$ cat src/hw/rtl/atce_pkg.sv
// Shared types, constants and the SGR helper function for the ANSI terminal cursor engine.
package atce_pkg;

    localparam int NUM_PARAMS = 3;
    localparam int IDX_W      = (NUM_PARAMS > 1) ? $clog2(NUM_PARAMS) : 1;
    localparam int NUM_W      = $clog2(NUM_PARAMS + 1);
    localparam int POS_W      = 17;
    localparam int P1_SEL     = 1 % NUM_PARAMS;

    localparam int CHAR_W = 16;
    localparam int DIM_W  = 8;
    localparam int ATTR_W = 8;
    localparam int CFG_IDX_W  = 2;
    localparam int CFG_DATA_W = 8;

    localparam logic [ATTR_W-1:0] ATTR_RESET = 8'h17;
    localparam logic [DIM_W-1:0]  COLS_RESET = 8'd80;
    localparam logic [DIM_W-1:0]  ROWS_RESET = 8'd25;

    typedef logic [CFG_IDX_W-1:0]  cfg_idx_t;
    typedef logic [CFG_DATA_W-1:0] cfg_data_t;
    typedef logic [CHAR_W-1:0]     char_t;

    localparam cfg_idx_t CFG_COLUMNS      = 2'd0;
    localparam cfg_idx_t CFG_ROWS         = 2'd1;
    localparam cfg_idx_t CFG_DEFAULT_ATTR = 2'd2;

    // control characters and CSI finals
    localparam char_t CH_ESC   = 16'd27;
    localparam char_t CH_TAB   = 16'd9;
    localparam char_t CH_LF    = 16'd10;
    localparam char_t CH_CR    = 16'd13;
    localparam char_t CH_BS    = 16'd8;
    localparam char_t CH_LBRKT = 16'd91;
    localparam char_t CH_SEMI  = 16'd59;
    localparam char_t CH_ZERO  = 16'd48;
    localparam char_t CH_NINE  = 16'd57;
    localparam char_t CMD_CUP  = 16'd72;   // H
    localparam char_t CMD_HVP  = 16'd102;  // f
    localparam char_t CMD_CUU  = 16'd65;   // A
    localparam char_t CMD_CUD  = 16'd66;   // B
    localparam char_t CMD_CUF  = 16'd67;   // C
    localparam char_t CMD_CUB  = 16'd68;   // D
    localparam char_t CMD_SCP  = 16'd115;  // s
    localparam char_t CMD_RCP  = 16'd117;  // u
    localparam char_t CMD_ED   = 16'd74;   // J
    localparam char_t CMD_EL   = 16'd75;   // K
    localparam char_t CMD_SGR  = 16'd109;  // m

    localparam logic [15:0] SGR_RESET   = 16'd0;
    localparam logic [15:0] SGR_BRIGHT  = 16'd1;
    localparam logic [15:0] SGR_BLINK   = 16'd5;
    localparam logic [15:0] SGR_REVERSE = 16'd7;
    localparam logic [15:0] SGR_CONCEAL = 16'd8;
    localparam logic [15:0] SGR_FG_LO   = 16'd30;
    localparam logic [15:0] SGR_FG_HI   = 16'd37;
    localparam logic [15:0] SGR_BG_LO   = 16'd40;
    localparam logic [15:0] SGR_BG_HI   = 16'd47;

    localparam logic [2:0] COLOUR_MAP [8] = '{3'd0, 3'd4, 3'd2, 3'd6,
                                              3'd1, 3'd5, 3'd3, 3'd7};

    typedef enum logic [2:0] {
        MODE_NORMAL = 3'b001,
        MODE_ESC    = 3'b010,
        MODE_CSI    = 3'b100
    } mode_t;

    typedef enum logic [1:0] {
        ACT_NONE         = 2'd0,
        ACT_DRAW         = 2'd1,
        ACT_CLEAR_SCREEN = 2'd2,
        ACT_CLEAR_EOL    = 2'd3
    } action_t;

    typedef struct packed {
        action_t           action;
        logic [DIM_W-1:0]  draw_col;
        logic [DIM_W-1:0]  draw_row;
        char_t             draw_char;
        logic [ATTR_W-1:0] draw_attr;
        logic [15:0]       scroll_lines;
        logic [DIM_W-1:0]  cursor_col;
        logic [DIM_W-1:0]  cursor_row;
    } result_t;

    function automatic logic [ATTR_W-1:0] sgr_apply(input logic [ATTR_W-1:0] a,
                                                    input logic [15:0] p);
        logic [ATTR_W-1:0] r;
        logic [15:0]       d;
        r = a;
        d = 16'd0;
        if (p == SGR_RESET) begin
            r = a & 8'h77;
        end
        else if (p == SGR_BRIGHT) begin
            r = a | 8'h08;
        end
        else if (p == SGR_BLINK) begin
            r = a | 8'h80;
        end
        else if (p == SGR_REVERSE) begin
            r = {a[3:0], a[7:4]};
        end
        else if (p == SGR_CONCEAL) begin
            r = {a[3:0], a[3:0]};
        end
        else if (p >= SGR_FG_LO && p <= SGR_FG_HI) begin
            d = p - SGR_FG_LO;
            r = {a[7:4], 1'b0, COLOUR_MAP[d[2:0]]};
        end
        else if (p >= SGR_BG_LO && p <= SGR_BG_HI) begin
            d = p - SGR_BG_LO;
            r = {1'b0, COLOUR_MAP[d[2:0]], a[3:0]};
        end
        return r;
    endfunction

endpackage

$ cat src/hw/rtl/atce_if.sv
// Handshake interfaces for the character input and the result output channels.
interface atce_char_if;
    import atce_pkg::*;
    logic  valid;
    logic  ready;
    char_t char_code;
    modport source (output valid, output char_code, input ready);
    modport sink   (input valid, input char_code, output ready);
endinterface

interface atce_res_if;
    import atce_pkg::*;
    logic              valid;
    logic              ready;
    logic [1:0]        action;
    logic [DIM_W-1:0]  draw_col;
    logic [DIM_W-1:0]  draw_row;
    char_t             draw_char;
    logic [ATTR_W-1:0] draw_attr;
    logic [15:0]       scroll_lines;
    logic [DIM_W-1:0]  cursor_col;
    logic [DIM_W-1:0]  cursor_row;
    modport source (output valid, output action, output draw_col, output draw_row,
                    output draw_char, output draw_attr, output scroll_lines,
                    output cursor_col, output cursor_row, input ready);
    modport sink   (input valid, input action, input draw_col, input draw_row,
                    input draw_char, input draw_attr, input scroll_lines,
                    input cursor_col, input cursor_row, output ready);
endinterface

$ cat src/hw/rtl/ansi_terminal_cursor_engine_top.sv
// Top level of the ANSI terminal cursor engine.
//
//   channel   dir   handshake            payload
//   char_in   in    valid/ready          char_code[15:0]
//   res_out   out   valid/ready          action, draw_col/row, draw_char, draw_attr,
//                                        scroll_lines, cursor_col/row
//   cfg       in    cfg_we (no stall)    cfg_index[1:0], cfg_data[7:0]
//
// One word in per cycle while res_out does not stall, one result word out per word in.
// Path: an accepted word is held in the input register, then its result in the result register.
// The step logic is combinational between the two registers.
// Reset clears parser, cursor and saved cursor, loads 80x25 and attribute 0x17.
// A stalled result holds the input register; a full input register that is not taken stalls char_in.
module ansi_terminal_cursor_engine_top (
    input  logic                clk,
    input  logic                rst_n,
    atce_char_if.sink           char_in,
    atce_res_if.source          res_out,
    input  logic                cfg_we,
    input  atce_pkg::cfg_idx_t  cfg_index,
    input  atce_pkg::cfg_data_t cfg_data
);
    import atce_pkg::*;

    logic    item_valid;
    char_t   item_char;
    logic    step;
    logic    res_space;
    result_t res;

    atce_in_stage u_in_stage (
        .clk        (clk),
        .rst_n      (rst_n),
        .char_in    (char_in),
        .take       (step),
        .item_valid (item_valid),
        .item_char  (item_char)
    );

    atce_core u_core (
        .clk        (clk),
        .rst_n      (rst_n),
        .item_valid (item_valid),
        .item_char  (item_char),
        .res_space  (res_space),
        .cfg_we     (cfg_we),
        .cfg_index  (cfg_index),
        .cfg_data   (cfg_data),
        .step       (step),
        .res        (res)
    );

    atce_out_stage u_out_stage (
        .clk     (clk),
        .rst_n   (rst_n),
        .load    (step),
        .res     (res),
        .space   (res_space),
        .res_out (res_out)
    );
endmodule

$ cat src/hw/rtl/atce_in_stage.sv
// Input register: holds one accepted character word for the step logic.
module atce_in_stage (
    input  logic            clk,
    input  logic            rst_n,
    atce_char_if.sink       char_in,
    input  logic            take,
    output logic            item_valid,
    output atce_pkg::char_t item_char
);
    import atce_pkg::*;

    logic  valid_reg;
    logic  valid_next;
    char_t char_reg;

    assign char_in.ready = !valid_reg || take;
    assign valid_next    = char_in.valid || (valid_reg && !take);

    always_ff @(posedge clk or negedge rst_n)
    begin
        if (!rst_n)
        begin
            valid_reg <= 1'b0;
        end
        else if (char_in.ready)
        begin
            valid_reg <= valid_next;
        end
    end

    always_ff @(posedge clk)
    begin
        if (char_in.valid && char_in.ready)
        begin
            char_reg <= char_in.char_code;
        end
    end

    assign item_valid = valid_reg;
    assign item_char  = char_reg;
endmodule

$ cat src/hw/rtl/atce_core.sv
// Step logic: parser, cursor, attribute and window state, one character per cycle while the result register has space.
module atce_core (
    input  logic                        clk,
    input  logic                        rst_n,
    input  logic                        item_valid,
    input  atce_pkg::char_t             item_char,
    input  logic                        res_space,
    input  logic                        cfg_we,
    input  atce_pkg::cfg_idx_t          cfg_index,
    input  atce_pkg::cfg_data_t         cfg_data,
    output logic                        step,
    output atce_pkg::result_t           res
);
    import atce_pkg::*;

    mode_t             mode_reg, mode_next;
    logic [IDX_W-1:0]  idx_reg, idx_next;
    logic [15:0]       pv_reg  [NUM_PARAMS];
    logic [15:0]       pv_next [NUM_PARAMS];
    logic [DIM_W-1:0]  col_reg, col_next, row_reg, row_next;
    logic [DIM_W-1:0]  scol_reg, scol_next, srow_reg, srow_next;
    logic [ATTR_W-1:0] attr_reg, attr_next;
    logic [DIM_W-1:0]  cols_reg, rows_reg;

    logic [DIM_W-1:0]  eff_w, eff_h;
    logic [POS_W-1:0]  w_ext, h_ext, wx, wy, n_lines;
    logic [IDX_W-1:0]  k;
    logic [NUM_W-1:0]  num;
    logic [15:0]       p0, p1, pk, lines;
    logic [19:0]       acc;
    logic [3:0]        digit;
    logic              settle;
    action_t           act;
    logic [DIM_W-1:0]  act_col, act_row;
    char_t             dchar;

    assign step  = item_valid && res_space;
    assign eff_w = (cols_reg == '0) ? DIM_W'(1) : cols_reg;
    assign eff_h = (rows_reg == '0) ? DIM_W'(1) : rows_reg;
    assign w_ext = POS_W'(eff_w);
    assign h_ext = POS_W'(eff_h);

    always_comb
    begin
        mode_next = mode_reg;
        idx_next  = idx_reg;
        pv_next   = pv_reg;
        scol_next = scol_reg;
        srow_next = srow_reg;
        attr_next = attr_reg;
        wx        = POS_W'(col_reg);
        wy        = POS_W'(row_reg);
        act       = ACT_NONE;
        act_col   = '0;
        act_row   = '0;
        dchar     = '0;
        settle    = 1'b1;
        lines     = '0;
        n_lines   = '0;
        k         = (32'(idx_reg) < NUM_PARAMS) ? idx_reg : IDX_W'(NUM_PARAMS - 1);
        num       = NUM_W'(k) + NUM_W'(1);
        p0        = pv_reg[0];
        p1        = pv_reg[P1_SEL];
        pk        = pv_reg[k];
        digit     = 4'(item_char - CH_ZERO);
        acc       = {1'b0, pk, 3'b000} + {3'b000, pk, 1'b0} + 20'(digit);

        case (mode_reg)
            MODE_NORMAL:
            begin
                if (item_char == CH_ESC)
                begin
                    mode_next = MODE_ESC;
                end
                else if (item_char == CH_TAB)
                begin
                    wx = (wx + POS_W'(4)) & ~POS_W'(3);
                    if (wx >= w_ext)
                    begin
                        wx = '0;
                        wy = wy + POS_W'(1);
                    end
                end
                else if (item_char == CH_LF)
                begin
                    wx = '0;
                    wy = wy + POS_W'(1);
                end
                else if (item_char == CH_CR)
                begin
                    wx = '0;
                end
                else if (item_char == CH_BS)
                begin
                    if (wx != '0)
                    begin
                        wx = wx - POS_W'(1);
                    end
                end
                else
                begin
                    act     = ACT_DRAW;
                    act_col = col_reg;
                    act_row = row_reg;
                    dchar   = item_char;
                    wx      = wx + POS_W'(1);
                end
            end
            MODE_ESC:
            begin
                if (item_char == CH_LBRKT)
                begin
                    mode_next  = MODE_CSI;
                    idx_next   = '0;
                    pv_next[0] = '0;
                end
                else
                begin
                    mode_next = MODE_NORMAL;
                    settle    = 1'b0;
                end
            end
            MODE_CSI:
            begin
                if (item_char >= CH_ZERO && item_char <= CH_NINE)
                begin
                    pv_next[k] = (acc > 20'hffff) ? 16'hffff : acc[15:0];
                end
                else if (item_char == CH_SEMI && 32'(k) < NUM_PARAMS - 1)
                begin
                    idx_next          = k + IDX_W'(1);
                    pv_next[idx_next] = '0;
                end
                else
                begin
                    mode_next = MODE_NORMAL;
                    case (item_char)
                        CMD_CUP, CMD_HVP:
                        begin
                            wy = (p0 < 16'(eff_h - 8'd1)) ? POS_W'(p0)
                                                          : POS_W'(eff_h - 8'd1);
                            if (num > NUM_W'(1))
                            begin
                                wx = (p1 < 16'(eff_w - 8'd1)) ? POS_W'(p1)
                                                              : POS_W'(eff_w - 8'd1);
                            end
                        end
                        CMD_CUU:
                        begin
                            if (wy >= POS_W'(p0))
                            begin
                                wy = wy - POS_W'(p0);
                            end
                        end
                        CMD_CUD:
                        begin
                            if (wy < h_ext + POS_W'(p0))
                            begin
                                wy = wy + POS_W'(p0);
                            end
                        end
                        CMD_CUF:
                        begin
                            if (wx < w_ext + POS_W'(p0))
                            begin
                                wx = wx + POS_W'(p0);
                            end
                        end
                        CMD_CUB:
                        begin
                            if (wx >= POS_W'(p0))
                            begin
                                wx = wx - POS_W'(p0);
                            end
                        end
                        CMD_SCP:
                        begin
                            scol_next = col_reg;
                            srow_next = row_reg;
                        end
                        CMD_RCP:
                        begin
                            wx = POS_W'(scol_reg);
                            wy = POS_W'(srow_reg);
                        end
                        CMD_ED:
                        begin
                            act = ACT_CLEAR_SCREEN;
                            wx  = '0;
                            wy  = '0;
                        end
                        CMD_EL:
                        begin
                            act     = ACT_CLEAR_EOL;
                            act_col = col_reg;
                            act_row = row_reg;
                        end
                        CMD_SGR:
                        begin
                            for (int i = 0; i < NUM_PARAMS; i++)
                            begin
                                if (NUM_W'(i) < num)
                                begin
                                    attr_next = sgr_apply(attr_next, pv_reg[i]);
                                end
                            end
                        end
                        default:
                        begin
                        end
                    endcase
                end
            end
            default:
            begin
                mode_next = MODE_NORMAL;
            end
        endcase

        if (settle)
        begin
            if (wx >= w_ext)
            begin
                wx = '0;
                wy = wy + POS_W'(1);
            end
            if (wy >= h_ext)
            begin
                n_lines = wy - h_ext + POS_W'(1);
                lines   = (n_lines > POS_W'(16'hffff)) ? 16'hffff : n_lines[15:0];
                wy      = h_ext - POS_W'(1);
            end
        end

        col_next = wx[DIM_W-1:0];
        row_next = wy[DIM_W-1:0];

        res.action       = act;
        res.draw_col     = act_col;
        res.draw_row     = act_row;
        res.draw_char    = dchar;
        res.draw_attr    = attr_next;
        res.scroll_lines = lines;
        res.cursor_col   = col_next;
        res.cursor_row   = row_next;
    end

    always_ff @(posedge clk or negedge rst_n)
    begin
        if (!rst_n)
        begin
            mode_reg <= MODE_NORMAL;
            idx_reg  <= '0;
            for (int i = 0; i < NUM_PARAMS; i++)
            begin
                pv_reg[i] <= '0;
            end
            col_reg  <= '0;
            row_reg  <= '0;
            scol_reg <= '0;
            srow_reg <= '0;
            attr_reg <= ATTR_RESET;
            cols_reg <= COLS_RESET;
            rows_reg <= ROWS_RESET;
        end
        else
        begin
            if (step)
            begin
                mode_reg <= mode_next;
                idx_reg  <= idx_next;
                pv_reg   <= pv_next;
                col_reg  <= col_next;
                row_reg  <= row_next;
                scol_reg <= scol_next;
                srow_reg <= srow_next;
                attr_reg <= attr_next;
            end
            if (cfg_we)
            begin
                case (cfg_index)
                    CFG_COLUMNS:      cols_reg <= cfg_data;
                    CFG_ROWS:         rows_reg <= cfg_data;
                    CFG_DEFAULT_ATTR: attr_reg <= cfg_data;
                    default:
                    begin
                    end
                endcase
            end
        end
    end
endmodule

$ cat src/hw/rtl/atce_out_stage.sv
// Result register: holds one finished result word until the sink takes it.
module atce_out_stage (
    input  logic              clk,
    input  logic              rst_n,
    input  logic              load,
    input  atce_pkg::result_t res,
    output logic              space,
    atce_res_if.source        res_out
);
    import atce_pkg::*;

    logic    valid_reg;
    result_t res_reg;

    assign space = !valid_reg || res_out.ready;

    always_ff @(posedge clk or negedge rst_n)
    begin
        if (!rst_n)
        begin
            valid_reg <= 1'b0;
        end
        else if (space)
        begin
            valid_reg <= load;
        end
    end

    always_ff @(posedge clk)
    begin
        if (load)
        begin
            res_reg <= res;
        end
    end

    assign res_out.valid        = valid_reg;
    assign res_out.action       = res_reg.action;
    assign res_out.draw_col     = res_reg.draw_col;
    assign res_out.draw_row     = res_reg.draw_row;
    assign res_out.draw_char    = res_reg.draw_char;
    assign res_out.draw_attr    = res_reg.draw_attr;
    assign res_out.scroll_lines = res_reg.scroll_lines;
    assign res_out.cursor_col   = res_reg.cursor_col;
    assign res_out.cursor_row   = res_reg.cursor_row;
endmodule
$ cat src/flat_wrapper.sv
// flat-port wrapper written by rule: the top's interface ports become plain ports
module ansi_terminal_cursor_engine_top_flat import atce_pkg::*;
  (clk, rst_n, cfg_we, cfg_index, cfg_data, char_in_valid, char_in_char_code, char_in_ready, res_out_valid, res_out_action, res_out_draw_col, res_out_draw_row, res_out_draw_char, res_out_draw_attr, res_out_scroll_lines, res_out_cursor_col, res_out_cursor_row, res_out_ready);
  atce_char_if char_in_i ();
  atce_res_if res_out_i ();
  input  logic clk;
  input  logic rst_n;
  input  logic cfg_we;
  input  atce_pkg::cfg_idx_t cfg_index;
  input  atce_pkg::cfg_data_t cfg_data;
  input wire logic [$bits(char_in_i.valid)-1:0] char_in_valid;
  input wire logic [$bits(char_in_i.char_code)-1:0] char_in_char_code;
  output wire logic [$bits(char_in_i.ready)-1:0] char_in_ready;
  output wire logic [$bits(res_out_i.valid)-1:0] res_out_valid;
  output wire logic [$bits(res_out_i.action)-1:0] res_out_action;
  output wire logic [$bits(res_out_i.draw_col)-1:0] res_out_draw_col;
  output wire logic [$bits(res_out_i.draw_row)-1:0] res_out_draw_row;
  output wire logic [$bits(res_out_i.draw_char)-1:0] res_out_draw_char;
  output wire logic [$bits(res_out_i.draw_attr)-1:0] res_out_draw_attr;
  output wire logic [$bits(res_out_i.scroll_lines)-1:0] res_out_scroll_lines;
  output wire logic [$bits(res_out_i.cursor_col)-1:0] res_out_cursor_col;
  output wire logic [$bits(res_out_i.cursor_row)-1:0] res_out_cursor_row;
  input wire logic [$bits(res_out_i.ready)-1:0] res_out_ready;
  assign char_in_i.valid = char_in_valid;
  assign char_in_i.char_code = char_in_char_code;
  assign char_in_ready = char_in_i.ready;
  assign res_out_valid = res_out_i.valid;
  assign res_out_action = res_out_i.action;
  assign res_out_draw_col = res_out_i.draw_col;
  assign res_out_draw_row = res_out_i.draw_row;
  assign res_out_draw_char = res_out_i.draw_char;
  assign res_out_draw_attr = res_out_i.draw_attr;
  assign res_out_scroll_lines = res_out_i.scroll_lines;
  assign res_out_cursor_col = res_out_i.cursor_col;
  assign res_out_cursor_row = res_out_i.cursor_row;
  assign res_out_i.ready = res_out_ready;
  ansi_terminal_cursor_engine_top u_core (.clk(clk), .rst_n(rst_n), .char_in(char_in_i), .res_out(res_out_i), .cfg_we(cfg_we), .cfg_index(cfg_index), .cfg_data(cfg_data));
endmodule
$ cat config.mk
export PLATFORM = sky130hd
export DESIGN_NAME = ansi_terminal_cursor_engine_top_flat
export DESIGN_NICKNAME = d
export VERILOG_FILES = /design/src/hw/rtl/atce_pkg.sv /design/src/hw/rtl/atce_if.sv /design/src/hw/rtl/ansi_terminal_cursor_engine_top.sv /design/src/hw/rtl/atce_in_stage.sv /design/src/hw/rtl/atce_core.sv /design/src/hw/rtl/atce_out_stage.sv /design/src/flat_wrapper.sv
export SDC_FILE = /design/constraint.sdc
export NUM_CORES = 1
export LEC_CHECK = 0
export BUFFER_PORTS_ARGS = -buffer_cell sky130_fd_sc_hd__buf_2
export CAP_MARGIN = 15
export CORE_ASPECT_RATIO = 1.75
export CORE_UTILIZATION = 50
export DETAILED_ROUTE_END_ITERATION = 6
export PLACE_DENSITY = 0.79
export SYNTH_ARGS = -nofsm -noshare
export SYNTH_HDL_FRONTEND = slang
export SYNTH_SLANG_ARGS = --single-unit
$ cat constraint.sdc
create_clock -name clk -period 10.5 [get_ports clk]
set_clock_uncertainty 0.1 [all_clocks]
set_input_delay 2.1 -clock clk [delete_from_list [all_inputs] [get_ports clk]]
set_output_delay 2.1 -clock clk [all_outputs]
set_load 0.1 [all_outputs]
==> run_results.csv, run 1 <==
group,metric,value,unit
power_and_ir_drop,leakagePower,8.72,nW
clock_network,clk_pin_slew,0.07,ns
logic_synthesis,synth_top_area_cell,"edfxtp_1",
power_and_ir_drop,p_int,2.06,mW
logic_synthesis,yosysTopAreaCellShare,0.146,
die,dieHeight,257,um
sta,period_minus_slack,10.05,ns
final_layout,synthToLayoutAreaGrowth,10.1,%
final_layout,num-nets-final,2498,
critical_path,cp.arrival,10.32,ns
die,start_util,0.506,
die,floorplan.rows,93,
routing,wl_per_cell,26.0,um
place,dp_cells,2719,
clock_network,cts_buffer_depth,3,
clock_network,clock_sinks,201,
routing,ant_nets,0,
sta,slew_headroom,0.188,
grt,grt_pass1_wl,106000,um
sta,post-route-period-util,0.957,
sta,setup_ws,0.447,ns
power_and_ir_drop,switching_share,0.494,
sta,worst_pin_slew,1.21,ns
die,die_w,148,um
logic_synthesis,yosys.cell_types.count,110,
critical_path,cp-end-kind,"flop",
critical_path,timing.critical_path.mode_cell,"a21o_1",
critical_path,timing_worst_setup_path_type,"flop to flop",
grt,grt_usage,0.377,
logic_synthesis,synth_edf_count,90,
logic_synthesis,syn_area_per_cell,8.51,um2
critical_path,cp.required,10.77,ns
sta,setup_violations,0,
place,portBuffers,106,
die,design.die.area,37900,um2
die,ios,107,
power_and_ir_drop,power.density,199,nW/um2
routing,drt_pass1_iterations,5,
routing,route.detailed.drc,0,
final_layout,final_cell_area,20400,um2
critical_path,cp-start-kind,"flop",
power_and_ir_drop,p_sw,2.01,mW
clock_network,cts-root-buf,"clkbuf_16",
clock_network,numCtsBuffers,20,
critical_path,cp_slowest_cell,"dfrtp_1",
logic_synthesis,async_reset_ff_frac,0.552,
logic_synthesis,synth-seq-area-share,0.296,
die,core_area,36700,um2
grt,grt_remaining_overflow,0,
clock_network,worst_skew_pair.late_latency,0.54,ns
logic_synthesis,synthTopCellsByCount,"237 x nand2_1, 187 x ha_1, 173 x o21ai_0",
final_layout,final_cells,2760,
grt,grt_pass1_vias,18100,
power_and_ir_drop,total_power,4.07,mW
job,drv_cap,0,
logic_synthesis,synth_top_cells_by_area,"edfxtp_1 15%, dfrtp_1 14%, ha_1 13%",
place,place.gp.congestion,1.04,
clock_network,cts_max_level,1,
logic_synthesis,ys.flop_type,"dfrtp_1",
power_and_ir_drop,seqPwrFrac,0.285,
clock_network,cts_tree,"built",
worst_hold_path,hold_path_class,"flop to flop",
logic_synthesis,yosysWarnings,0,
power_and_ir_drop,p_clk_frac,0.181,
power_and_ir_drop,peakVddDrop,0.000141,V
logic_synthesis,synth_most_common_cell,"nand2_1",
place,placed_area,19700,um2
logic_synthesis,ys_ff_latch,201,
logic_synthesis,syn_nets,2409,
logic_synthesis,synthCells,2180,
final_layout,drive_above_1_share,0.134,
sta,hold_viol,0,
grt,grt_max_degree,77,
routing,wl,71700,um
final_layout,utilization,0.557,
outcome,status,"complete, no violations",
routing,detail_route.iter0.violations,1222,
routing,via_per_inst,6.50,
sta,fmax,99.5,MHz
clock_network,hold_buffers,0,
critical_path,critical_path.max_stage_delay,0.47,ns
place,dpl_worst_slack,0.166,ns
logic_synthesis,netlist_area,18500,um2
sta,drv_slew,0,
routing,vias,17900,
grt,antenna_found_initial,4,
critical_path,cp_max_fo,6,
power_and_ir_drop,combPwrFrac,0.535,
place,hpwlAfterDp,56200,um
[path summary, 6_finish.rpt]
kind                                               from                                     endpoint  slack [ns]  cells past startpoint
hold reg to reg            u_core.u_in_stage.item_valid             u_core.u_out_stage.res_out.valid        0.39                      1
hold / removal             u_core.u_in_stage.item_valid             u_core.u_out_stage.res_out.valid        0.39                      1
min in group asynchronous                         rst_n                    u_core.u_core.scol_reg[3]        1.44                      1
setup / recovery              u_core.u_core.cols_reg[2]  u_core.u_out_stage.res_out.scroll_lines[15]        0.45                     47
setup reg to reg              u_core.u_core.cols_reg[2]  u_core.u_out_stage.res_out.scroll_lines[15]        0.45                     47
max in group asynchronous                         rst_n                    u_core.u_core.rows_reg[1]        7.48                      2
[cell type report]
type	instances	area (um2)
clock buffer	29	566
sequential	201	5490
inverter	108	408
tap	475	594
fill	3338	16200
antenna	2	5.00
multi-input combinational	1767	12200
timing repair buffer	171	1030
clock inverter	7	78.8
[layer usage]
metal  global-route usage  wire length (um)  up-vias
li1                     -                 -     8199
met1                0.346             23000     8619
met2                0.675             36500      800
met3               0.0719              4160      326
met4                0.378              8130        2
met5                    0                16        -
[repair_timing]
| item | in CTS | in global routing |
|---|---|---|
| buffers inserted | 0 | 3 |
| endpoints found under the setup margin | 0 | 16 |
| resized for setup | 0 | 10 |
[power by group through the flow]
| stage | combinational [mW] | clock, mW | sequential [mW] |
|---|---|---|---|
| after floorplan | 1.03 | 0 | 1.63 |
| after global placement | 2.08 | 0 | 1.15 |
| after detailed placement | 2.10 | 0 | 1.16 |
| after CTS | 2.11 | 0.742 | 1.14 |
| after global routing | 2.29 | 0.772 | 1.17 |
| final | 2.17 | 0.734 | 1.16 |
[through the flow]
stage | TNS, ns | hold slack, ns
floorplan | 0 | 0.357
global placement | 0 | 0.374
detailed placement | 0 | 0.388
CTS | 0 | 0.395
global route | -0.0508 | 0.418
finish | 0 | 0.391
[critical path, delay by kind of cell (launching register included)]
| family | cells | cell delay, ns |
|---|---|---|
| fa+ha+maj | 7 | 2.08 |
| flops | 1 | 0.47 |
| buf+inv | 4 | 0.33 |
| simple gates | 7 | 0.96 |
| mux | 1 | 0.29 |
| compound gates | 28 | 5.61 |
[cells by family after synthesis]
family	synth area share
and+or+nand+nor	0.213
DFF	0.296
muxes	0.0474
buffers and inverters	0.0462
AOI/OAI and AO/OA	0.222
xor gates and xnor gates	0.0373
adders and majority gates	0.138
[cells in the final DEF, fill, tap and decap left out, types with 55 or more instances in the layout]
cell,count
nand2_1,237
dfrtp_1,101
a21oi_1,131
buf_4,65
inv_1,106
o21ai_0,172
ha_1,187
buf_2,105
nor3_1,55
edfxtp_1,90
nand3_1,56
nor2_1,164
Power figures use the tool's default switching activity.
==> run 2: changes to the inputs <==
--- a/config.mk
+++ b/config.mk
@@ -10,7 +10,7 @@
 export CORE_ASPECT_RATIO = 1.75
 export CORE_UTILIZATION = 50
 export DETAILED_ROUTE_END_ITERATION = 6
-export PLACE_DENSITY = 0.79
+export PLACE_DENSITY_LB_ADDON = 0.08
 export SYNTH_ARGS = -nofsm -noshare
 export SYNTH_HDL_FRONTEND = slang
 export SYNTH_SLANG_ARGS = --single-unit
==> constraint.sdc (replaced) <==
create_clock -name clk -period 11.42 [get_ports clk]
set_clock_uncertainty 0.1 [all_clocks]
set_input_delay 2.284 -clock clk [delete_from_list [all_inputs] [get_ports clk]]
set_output_delay 2.284 -clock clk [all_outputs]
set_load 0.1 [all_outputs]
==> run 2 against run 1 <==
Non-clock buffer count is 27 lower. Sequential share of layout area is 0.19 points higher. Maximum frequency is 3.6% lower. Combinational power is 13% lower. Critical path type unchanged.
==> run_results.csv, run 2 (synthesis gave the netlist of run 1 again) <==
group,metric,value,unit
outcome,status,"complete, no violations",
final_layout,final_cell_area,20300,um2
critical_path,timing.critical_path.mode_cell,"a21oi_1",
sta,setup_tns,0,ns
final_layout,synthToLayoutAreaGrowth,9.34,%
clock_network,clock_sinks,201,
final_layout,layout_common_cells,"237 x nand2_1, 187 x ha_1, 173 x o21ai_0",
clock_network,clk_pin_slew,0.06,ns
grt,grt_max_degree,79,
clock_network,hold_buffers,0,
sta,rsz0062_at_grt,"no",
final_layout,drive_above_1_share,0.124,
sta,fmax,95.9,MHz
clock_network,cts_tree,"built",
clock_network,numCtsBuffers,22,
final_layout,diodes,0,
place,place.gp.congestion,1.02,
sta,slew_headroom,0.154,
power_and_ir_drop,peakVddDrop,0.000137,V
die,design.die.area,37900,um2
sta,period_minus_slack,10.42,ns
sta,hold_viol,0,
grt,grt_pass1_vias,17900,
sta,setup_ws,0.996,ns
die,floorplan.rows,93,
place,dp_cells,2694,
final_layout,final_common_cell,"nand2_1",
die,core_area,36700,um2
critical_path,cp-end-kind,"flop",
power_and_ir_drop,leakagePower,8.64,nW
die,die_w,148,um
routing,detail_route.iter0.violations,1111,
routing,ant_nets,0,
clock_network,cts_buffer_depth,3,
final_layout,fill_cells,3455,
worst_hold_path,hold_path_class,"flop to flop",
power_and_ir_drop,total_power,3.72,mW
routing,route.detailed.drc,0,
routing,wl_per_cell,25.5,um
critical_path,cp.arrival,10.58,ns
grt,grt_remaining_overflow,0,
clock_network,cts_setup_buffers,0,
grt,grt_pass1_wl,105000,um
grt,antenna_found_initial,0,
critical_path,critical_path.max_stage_delay,0.57,ns
power_and_ir_drop,power.density,184,nW/um2
place,hpwlAfterDp,54700,um
sta,drv_slew,0,
die,dieHeight,257,um
final_layout,final_cells,2735,
clock_network,worst_skew_pair.late_latency,0.54,ns
place,portBuffers,106,
place,dpl_worst_slack,0.696,ns
grt,grt_usage,0.369,
die,ios,107,
place,placed_area,19500,um2
clock_network,cts_resized,0,
die,start_util,0.506,
sta,setup_violations,0,
routing,wl,69800,um
job,drv_cap,0,
sta,post-route-period-util,0.913,
critical_path,timing_worst_setup_path_type,"flop to flop",
critical_path,cp_slowest_cell,"o31a_1",
clock_network,cts-root-buf,"clkbuf_16",
critical_path,cp-start-kind,"flop",
clock_network,cts_max_level,1,
routing,drt_pass1_iterations,5,
final_layout,num-nets-final,2473,
routing,vias,17600,
critical_path,cp.required,11.58,ns
sta,worst_pin_slew,1.26,ns
critical_path,cp_max_fo,14,
routing,via_per_inst,6.45,
run 2: cell types whose count changed in the layout (fill, tap and decap cells not counted), sizes merged:
cell      previous run  this run
diode                2         0
inv                111       110
clkinv               3         6
bufinv               1         3
clkinvlp             0         1
clkbuf              29        28
buf                171       144
run 2: layout make-up:
cell class / count / area, um2 / area share
well taps: 475 / 594 / 0.0293
inverters: 108 / 408 / 0.0201
multi-input cells: 1767 / 12200 / 0.602
flip-flops and latches: 201 / 5490 / 0.271
clock inverters: 12 / 144 / 0.00709
clock buffers: 28 / 624 / 0.0308
repair buffers: 144 / 818 / 0.0403
run 2: final timing paths:
kind,start,to,slack [ns],cells after the start
min in group asynchronous,rst_n,u_core.u_core.col_reg[3],1.62,1
worst max register to register,u_core.u_core.cols_reg[5],u_core.u_out_stage.res_out.scroll_lines[10],1.0,47
worst min-delay path,u_core.u_in_stage.item_valid,u_core.u_out_stage.res_out.valid,0.40,1
worst min register to register,u_core.u_in_stage.item_valid,u_core.u_out_stage.res_out.valid,0.40,1
worst max-delay path,u_core.u_core.cols_reg[5],u_core.u_out_stage.res_out.scroll_lines[10],1.0,47
max in group asynchronous,rst_n,u_core.u_core.attr_reg[7],8.14,2
run 2: report_power, final:
part | total (mW) | internal (mW) | switching [mW]
clock network | 0.767 | 0.455 | 0.312
registers | 1.06 | 0.915 | 0.146
logic | 1.89 | 0.557 | 1.34
run 2: layer usage:
| layer | GRT usage | part of all wire | vias to the layer above |
|---|---|---|---|
| met5 | 0 | 0 | - |
| met4 | 0.331 | 0.10 | 0 |
| met3 | 0.0479 | 0.047 | 306 |
| met2 | 0.671 | 0.52 | 705 |
| met1 | 0.358 | 0.33 | 8484 |
| li1 | - | - | 8146 |
run 2: critical path: cells and delay by family, from the launching register on:
family          cells  cell delay (ns)
xor+xnor            1             0.19
compound gates     28             5.51
buf+inv             3             0.47
simple gates        9             1.58
fa+ha+maj           6             1.85
flops               1             0.44
run 2: per-stage QoR:
| stage | utilization | hold slack [ns] |
|---|---|---|
| detailed placement | 0.532 | 0.399 |
| finish | 0.553 | 0.401 |
| CTS | 0.553 | 0.406 |
| global route | 0.553 | 0.415 |
| global placement | 0.532 | 0.391 |
| floorplan | - | 0.357 |
